[config.mk]
export PLATFORM = sky130hd
export DESIGN_NAME = http_body_end_tracker_core
export DESIGN_NICKNAME = d
export VERILOG_FILES = /design/src/hdl/hbet_pkg.sv /design/src/hdl/hbet_cell.sv /design/src/hdl/hbet_matcher.sv /design/src/hdl/http_body_end_tracker_core.sv
export SDC_FILE = /design/constraint.sdc
export NUM_CORES = 1
export LEC_CHECK = 0
export ABC_CLOCK_PERIOD_IN_PS = 4300
export BUFFER_PORTS_ARGS = -buffer_cell sky130_fd_sc_hd__buf_2
export CAP_MARGIN = 20
export CORE_MARGIN = 2
export CORE_UTILIZATION = 53
export CTS_BUF_LIST = sky130_fd_sc_hd__clkbuf_4 sky130_fd_sc_hd__clkbuf_8
export CTS_CLUSTER_SIZE = 14
export DETAILED_ROUTE_END_ITERATION = 10
export GPL_ROUTABILITY_DRIVEN = 0
export PLACE_DENSITY = 0.81
export REMOVE_ABC_BUFFERS = 1
export SKIP_LAST_GASP = 1
export SLEW_MARGIN = 20
export SYNTH_ARGS = -nofsm -noshare
export SYNTH_HDL_FRONTEND = slang
export SYNTH_HIERARCHICAL = 1
export SYNTH_SLANG_ARGS = --single-unit
export TNS_END_PERCENT = 10
[constraint.sdc]
create_clock -name clk -period 4.3 [get_ports clk]
set_input_delay 0.215 -clock clk [delete_from_list [all_inputs] [get_ports clk]]
set_output_delay 0.215 -clock clk [all_outputs]
set_load 0.01 [all_outputs]
[src/hdl/hbet_pkg.sv]
// Shared types and constants for the HTTP body end tracker.
// Used by every module of the block; depends on nothing.
package hbet_pkg;

  localparam int LENGTH_BITS = 32;
  localparam int TOTAL_BITS  = 40;
  localparam int TRAILER_LEN = 7;

  // Trailer that closes a chunked body: CR LF '0' CR LF CR LF.
  localparam logic [7:0] TRAILER [TRAILER_LEN] =
    '{8'h0D, 8'h0A, 8'h30, 8'h0D, 8'h0A, 8'h0D, 8'h0A};

  // Stream packing.
  localparam int IN_FIELD_BITS  = 8 + LENGTH_BITS + 1 + 1;
  localparam int IN_DATA_BITS   = ((IN_FIELD_BITS + 7) / 8) * 8;
  localparam int OUT_FIELD_BITS = 1 + 1 + LENGTH_BITS + TOTAL_BITS;
  localparam int OUT_DATA_BITS  = ((OUT_FIELD_BITS + 7) / 8) * 8;

  // Operation codes carried in tuser.
  localparam logic OP_START = 1'b0;
  localparam logic OP_BYTE  = 1'b1;

  typedef enum logic [1:0] {
    MODE_OFF  = 2'd0,
    MODE_OPEN = 2'd1,
    MODE_LAST = 2'd2
  } mode_t;

  // Control handed from the top level to the matcher chain.
  typedef struct packed {
    logic clear;    // drop all partial matches
    logic advance;  // shift one body byte through the chain
  } match_ctrl_t;

endpackage

[src/hdl/hbet_cell.sv]
// One matcher cell: remembers whether a trailer prefix ends at the last byte.
// Depends on hbet_pkg for the control struct.
module hbet_cell (
  input  logic               clk,
  input  logic               rst_n,
  input  hbet_pkg::match_ctrl_t ctrl,
  input  logic [7:0]         data_byte,
  input  logic [7:0]         expect_char,
  input  logic               prev_hit,
  output logic               hit
);

  logic hit_r;
  logic hit_nxt;

  always_comb begin
    hit_nxt = hit_r;
    if (ctrl.clear) begin
      hit_nxt = 1'b0;
    end else if (ctrl.advance) begin
      hit_nxt = prev_hit & (data_byte == expect_char);
    end
  end

  always_ff @(posedge clk) begin
    if (!rst_n) begin
      hit_r <= 1'b0;
    end else begin
      hit_r <= hit_nxt;
    end
  end

  assign hit = hit_r;

endmodule

[src/hdl/hbet_matcher.sv]
// Chain of matcher cells that finds the chunked-body trailer in a byte stream.
// Depends on hbet_pkg and hbet_cell.
module hbet_matcher (
  input  logic                  clk,
  input  logic                  rst_n,
  input  hbet_pkg::match_ctrl_t ctrl,
  input  logic [7:0]            data_byte,
  output logic                  trailer_done
);

  // hit[k] is set when the first k+1 trailer bytes end at the last byte.
  logic [hbet_pkg::TRAILER_LEN-2:0] hit;

  for (genvar k = 0; k < hbet_pkg::TRAILER_LEN - 1; k++) begin : g_cell
    hbet_cell u_cell (
      .clk         (clk),
      .rst_n       (rst_n),
      .ctrl        (ctrl),
      .data_byte   (data_byte),
      .expect_char (hbet_pkg::TRAILER[k]),
      .prev_hit    ((k == 0) ? 1'b1 : hit[(k == 0) ? 0 : k - 1]),
      .hit         (hit[k])
    );
  end

  // The last trailer byte completes the match in the same cycle.
  assign trailer_done = ctrl.advance & hit[hbet_pkg::TRAILER_LEN-2] &
                        (data_byte == hbet_pkg::TRAILER[hbet_pkg::TRAILER_LEN-1]);

endmodule

[src/hdl/http_body_end_tracker_core.sv]
// HTTP body end tracker, top level. The result of an accepted beat is loaded
// into the output register. Throughput: one beat per cycle unless out_tready
// stalls the output, set by a single matcher-cell step and one counter update per beat.
// Reset (rst_n, synchronous, active low) clears the mode, counters, matcher
// cells and the output valid; no clearing pass is needed.
module http_body_end_tracker_core (
  input  logic clk,
  input  logic rst_n,

  input  logic                               in_tvalid,
  output logic                               in_tready,
  // Fields from bit 0: data_byte[7:0], length_value[39:8], chunked_flag[40],
  // length_unknown[41], zero fill above.
  input  logic [hbet_pkg::IN_DATA_BITS-1:0]  in_tdata,
  // Fields from bit 0: operation (0 = start of body, 1 = body byte).
  input  logic                               in_tuser,

  output logic                               out_tvalid,
  input  logic                               out_tready,
  // Fields from bit 0: body_expected[0], last_chunk_seen[1],
  // remaining_bytes[33:2], total_bytes[73:34], zero fill above.
  output logic [hbet_pkg::OUT_DATA_BITS-1:0] out_tdata
);

  localparam int LB = hbet_pkg::LENGTH_BITS;
  localparam int TB = hbet_pkg::TOTAL_BITS;

  // Unpacked input fields.
  logic [7:0]    data_byte;
  logic [LB-1:0] length_value;
  logic          chunked_flag;
  logic          length_unknown;

  assign data_byte      = in_tdata[7:0];
  assign length_value   = in_tdata[8 +: LB];
  assign chunked_flag   = in_tdata[8 + LB];
  assign length_unknown = in_tdata[9 + LB];

  // Tracker state.
  hbet_pkg::mode_t mode_r, mode_nxt;
  logic [LB-1:0]   left_r, left_nxt;
  logic [TB-1:0]   total_r, total_nxt;
  logic            unknown_r, unknown_nxt;

  // Output register; it takes a new result while the old one drains.
  logic                               out_valid_r;
  logic [hbet_pkg::OUT_DATA_BITS-1:0] out_data_r, out_data_nxt;

  logic                  accept;
  logic                  trailer_done;
  hbet_pkg::match_ctrl_t mctrl;

  assign in_tready = !out_valid_r || out_tready;
  assign accept    = in_tvalid && in_tready;

  // The matcher only moves while a chunked body is open; a start beat or a
  // completed trailer wipes its partial matches.
  assign mctrl.advance = accept && (in_tuser == hbet_pkg::OP_BYTE) &&
                         (mode_r == hbet_pkg::MODE_OPEN);
  assign mctrl.clear   = (accept && (in_tuser == hbet_pkg::OP_START)) || trailer_done;

  hbet_matcher u_matcher (
    .clk          (clk),
    .rst_n        (rst_n),
    .ctrl         (mctrl),
    .data_byte    (data_byte),
    .trailer_done (trailer_done)
  );

  always_comb begin
    mode_nxt    = mode_r;
    left_nxt    = left_r;
    total_nxt   = total_r;
    unknown_nxt = unknown_r;
    if (accept) begin
      if (in_tuser == hbet_pkg::OP_START) begin
        mode_nxt    = chunked_flag ? hbet_pkg::MODE_OPEN : hbet_pkg::MODE_OFF;
        left_nxt    = length_value;
        total_nxt   = '0;
        unknown_nxt = length_unknown;
      end else begin
        // The byte total saturates at all ones.
        if (total_r != {TB{1'b1}}) begin
          total_nxt = total_r + TB'(1);
        end
        if (mode_r == hbet_pkg::MODE_OPEN) begin
          if (trailer_done) begin
            mode_nxt = hbet_pkg::MODE_LAST;
          end
        end else if (left_r != '0) begin
          // Outside an open chunked body the length count runs down to zero.
          left_nxt = left_r - LB'(1);
        end
      end
    end
    out_data_nxt = '0;
    out_data_nxt[0]           = unknown_nxt || (mode_nxt == hbet_pkg::MODE_OPEN) ||
                                (left_nxt != '0);
    out_data_nxt[1]           = (mode_nxt == hbet_pkg::MODE_LAST);
    out_data_nxt[2 +: LB]     = left_nxt;
    out_data_nxt[2 + LB +: TB] = total_nxt;
  end

  always_ff @(posedge clk) begin
    if (!rst_n) begin
      mode_r      <= hbet_pkg::MODE_OFF;
      left_r      <= '0;
      total_r     <= '0;
      unknown_r   <= 1'b0;
      out_valid_r <= 1'b0;
    end else begin
      mode_r    <= mode_nxt;
      left_r    <= left_nxt;
      total_r   <= total_nxt;
      unknown_r <= unknown_nxt;
      if (accept) begin
        out_valid_r <= 1'b1;
      end else if (out_tready) begin
        out_valid_r <= 1'b0;
      end
    end
  end

  // Result payload needs no reset.
  always_ff @(posedge clk) begin
    if (accept) begin
      out_data_r <= out_data_nxt;
    end
  end

  assign out_tvalid = out_valid_r;
  assign out_tdata  = out_data_r;

endmodule
==> summary.txt <==
Synth
  • Number of instances in the synthesized netlist: 824
  • Main area contributors after synthesis: sky130_fd_sc_hd__edfxtp_1 (28%), sky130_fd_sc_hd__dfxtp_1 (21%), sky130_fd_sc_hd__xnor2_1 (5.7%)
  • Distinct cell type count of the synthesized netlist: 70
  • Post-synthesis average cell area: between 9 and 10 um^2
  • Synth Flop Type: sky130_fd_sc_hd__dfxtp_1
  • Synth Warn #: 6
  • Sequential cell area fraction in the yosys report: 0.4891
  • Cell area after technology mapping: slightly below 0.008 mm^2
  • Area fraction of the dominant cell type after synthesis: 0.2813
  • Flip-flop and latch count after synthesis: 156
  • Share of synthesized registers carrying an async set or reset: 0
  • Cell type with the highest aggregate area in the netlist: sky130_fd_sc_hd__edfxtp_1
  • Number of synthesized flops with an enable pin: 74

Detailed routing
  • Routed wire length: 20130 um
  • DR DRC count: 0
  • Total iterations of the first detailed-routing run: 5
  • Vias after detailed routing: between 6k and 7k
  • DRT antenna net count: 0
  • Number of violations reported at the end of detailed-routing iteration 0: 740
  • Via-per-instance ratio: approximately 6
  • Post-DR wirelength/cell: roughly 17 um

STA
  • Final slew viol count: 0
  • Unrepaired setup endpoints after global routing: false
  • Final worst-path cycle share: 0.8484
  • Tightest slew margin relative to the limit: 0.3265
  • Maximum operating frequency: roughly 270 MHz
  • Number of endpoints failing setup at the final stage: 0
  • Final total negative setup slack: 0 ps
  • Worst Hold Margin: about 88 ps
  • Final hold vios: 0
  • Worst clock skew on the final layout: between 10 and 15 ps
  • Time the worst path needs with I/O delays and setup: ~3600 ps
  • Measured slew at the worst slew-check pin: 1008 ps

Power
  • Share of power burned in registers: 0.498
  • Int Pwr: 2.394 mW
  • Proportion of total power due to net switching: 0.2975
  • Clock group share of total power: 0.317
  • Maximum resistive drop on vdd: 0.2165 mV
  • Share of power burned in combinational logic: 0.185
  • PD cells: about 370 mW/mm^2
  • Lkg Pwr: roughly 3.6 nW
  • Psw: about 1.0 mW

Clock network
  • Clock tree from TritonCTS: built
  • Clock root buffer: sky130_fd_sc_hd__clkbuf_8
  • Post-CTS Setup Inserts: 0
  • Maximum level of the CTS H-tree: 4
  • Number of buffers between clock root and the deepest sink: 2
  • Clock sinks: approximately 160
  • Num CTS Buffers: 17
  • Clock insertion delay at the later pin of the skew report: 470 ps
  • Clock-pin slew on the worst setup and hold paths: about 80 ps

Layout
  • # nets final: about 1.1k
  • Share of layout cells above drive strength 1: 0.1881
  • Relative area change from synthesis to final layout: 17.63%

Run
  • Count of maximum capacitance violations: 0

Worst hold path
  • Worst Hold Endpoint: left_r[17]
  • Min-delay worst type: primary input to flip-flop
  • Cells on Worst Hold Path: 3
  • Start point of the worst min-delay path: in_tdata[25]

Setup path
  • Critical Path Start Type: flip-flop
  • CP Class: flip-flop to flip-flop
  • Kind of cell with the highest combined delay on the critical path: simple AND/OR/NAND/NOR gates
  • Crit path largest cell delay: between 600 and 700 ps
  • Data required time of the critical path: between 4000 and 5000 ps
  • Cells along the critical path: nor4_2 > nand3_1 > nor3_1 > o211ai_1 > nor3_1 > nand4_1 > nor4b_2 > nand4_1
  • Critical-path top delay cell: sky130_fd_sc_hd__nor4_2
  • Setup slack on the worst flop-to-flop path: approximately 650 ps
  • Buf+Inv Stages, Crit Path: 0
  • Levels on crit path: 8
  • Arrival time at the worst endpoint: between 3000 and 4000 ps
  • Largest driver fanout on the critical path: 8
  • Logic depth of the worst register-to-register path: 8
  • CP endpoint kind: flip-flop
  • Worst r2r src: left_r[2]
  • FF-to-FF End: out_tdata[0]

GRT
  • Global-route wire length before repair: roughly 33000 um
  • Number of global-route vias before repair: roughly 6.7k
  • Gr usage total: 0.2554
  • GRT overflow: 0
  • Antenna violations before repair: 2
  • Pin count of the biggest net entering global routing: 43

Floorplanning
  • Area of the placeable core: 0.01453 mm^2
  • Die X-Extent: 126.1 um
  • Die Height: roughly 130 um
  • Number of top-level design ports: around 140
  • Effective utilization at floorplan: 0.5436
  • Number of standard-cell rows in the floorplan: 44
  • Die area: 0.01590 mm^2

Run status
  • Outcome: complete, no violations

Place
  • Buffers added on ports: between 100 and 150
  • Hpwl dp: approximately 14000 um
## stage by stage
step	worst slack (ps)	power, mW	instance area (um^2)	util	instances
after CTS	824.7	3.402	9290	0.6392	1194
after global routing	536.6	3.550	9290	0.6392	1194
after global placement	884.3	2.329	8886	0.6114	1160
after floorplan	-1181	2.113	7910	-	837
final	651.7	3.408	9293	0.6394	1195
after detailed placement	846.0	2.340	8886	0.6114	1160
## layout make-up
class | instances | area [um^2]
fill | 1195 | 5241
multi-input combinational | 652 | 3943
clock inverter | 14 | 142.6
inverter | 29 | 111.4
clock buffer | 18 | 241.5
antenna | 1 | 2.502
timing repair buffer | 141 | 758.2
sequential | 156 | 3864
tap | 184 | 230.2
## registers in the layout, indices dropped and copies added (netlist names)
signal and count:
total_r 40, mode_r 2, out_tvalid 1, left_r 32
out_tdata 74, unknown_r 1, u_matcher/g_cell.u_cell/hit 6
## per-layer routing
layer,global-route usage,routed length (um),share of wire,vias to the layer above
met5,0,27,0.0013,-
li1,-,-,-,3304
met1,0.3231,8079,0.40,3295
met3,0.06712,1889,0.094,48
met2,0.4222,9666,0.48,340
met4,0.09502,462,0.023,4
## worst register-to-register path: stages (launching register included)
cell and delay, ps:
sky130_fd_sc_hd__dfxtp_1 390, sky130_fd_sc_hd__nor4_2 640, sky130_fd_sc_hd__nand3_1 380, sky130_fd_sc_hd__nor3_1 600, sky130_fd_sc_hd__o211ai_1 310, sky130_fd_sc_hd__nor3_1 420, sky130_fd_sc_hd__nand4_1 170, sky130_fd_sc_hd__nor4b_2 350
sky130_fd_sc_hd__nand4_1 130
## synthesized netlist by cell type (7+ instances only)
library cell and n:
sky130_fd_sc_hd__nor3_1 38, sky130_fd_sc_hd__a21oi_1 26, sky130_fd_sc_hd__inv_1 27, sky130_fd_sc_hd__and2_1 21
sky130_fd_sc_hd__nand4_1 20, sky130_fd_sc_hd__nand2_1 52, sky130_fd_sc_hd__xnor2_1 51, sky130_fd_sc_hd__xor2_1 35
sky130_fd_sc_hd__dfxtp_1 82, sky130_fd_sc_hd__nand3_1 36, sky130_fd_sc_hd__and3_1 10, sky130_fd_sc_hd__edfxtp_1 74
sky130_fd_sc_hd__nand4b_1 7, sky130_fd_sc_hd__nor2_1 107, sky130_fd_sc_hd__nor4_1 25, sky130_fd_sc_hd__o21ai_0 12
sky130_fd_sc_hd__clkbuf_1 26, sky130_fd_sc_hd__mux2i_1 13, sky130_fd_sc_hd__o22ai_1 17, sky130_fd_sc_hd__or4_1 11
sky130_fd_sc_hd__or3_1 15
## cell usage in the layout, fill, tap and decap left out, types with 7 or more instances in the layout
master and count:
sky130_fd_sc_hd__a21oi_1 26, sky130_fd_sc_hd__and2_1 21, sky130_fd_sc_hd__and3_1 10, sky130_fd_sc_hd__buf_2 122, sky130_fd_sc_hd__buf_4 17, sky130_fd_sc_hd__clkbuf_8 17
sky130_fd_sc_hd__conb_1 55, sky130_fd_sc_hd__dfxtp_1 82, sky130_fd_sc_hd__edfxtp_1 74, sky130_fd_sc_hd__inv_1 27, sky130_fd_sc_hd__mux2i_1 13, sky130_fd_sc_hd__nand2_1 52
sky130_fd_sc_hd__nand3_1 36, sky130_fd_sc_hd__nand4_1 20, sky130_fd_sc_hd__nand4b_1 7, sky130_fd_sc_hd__nor2_1 107, sky130_fd_sc_hd__nor3_1 37, sky130_fd_sc_hd__nor4_1 25
sky130_fd_sc_hd__o21ai_0 12, sky130_fd_sc_hd__o22ai_1 17, sky130_fd_sc_hd__or3_1 15, sky130_fd_sc_hd__or4_1 11, sky130_fd_sc_hd__xnor2_1 51, sky130_fd_sc_hd__xor2_1 35
## logic make-up after synthesis
kind of cell	after synthesis	share of synthesized area
and+or+nand+nor	378	0.2544
DFF	156	0.4891
AOI/OAI and AO/OA	116	0.09994
xor gates and xnor gates	86	0.09534
buffers and inverters	68	0.03722
muxes	14	0.01790
adders and majority gates	3	0.004752
other	3	0.001425
## timing repair
action,4_1_cts,5_1_grt
resized for setup,0,0
endpoints found under the hold margin,2,0
hold buffers,2,0
## power by group through the flow
stage | Combinational, mW | Clock (mW) | Sequential (mW)
6_report | 0.630 | 1.08 | 1.70
5_1_grt | 0.682 | 1.16 | 1.71
4_1_cts | 0.614 | 1.09 | 1.70
3_5_place_dp | 0.610 | 0 | 1.73
3_3_place_gp | 0.602 | 0 | 1.73
2_1_floorplan | 0.363 | 0 | 1.75
## worst max path at each step
stage                           from           end  slack, ps
after floorplan           out_tvalid  out_tdata[0]      -1180
after global placement    left_r[15]  out_tdata[0]        880
after detailed placement  left_r[16]  out_tdata[0]        850
after CTS                  left_r[2]  out_tdata[0]        820
after global routing       left_r[2]  out_tdata[0]        540
final                      left_r[2]  out_tdata[0]        650
No activity file was read; power rests on OpenSTA's default activity.
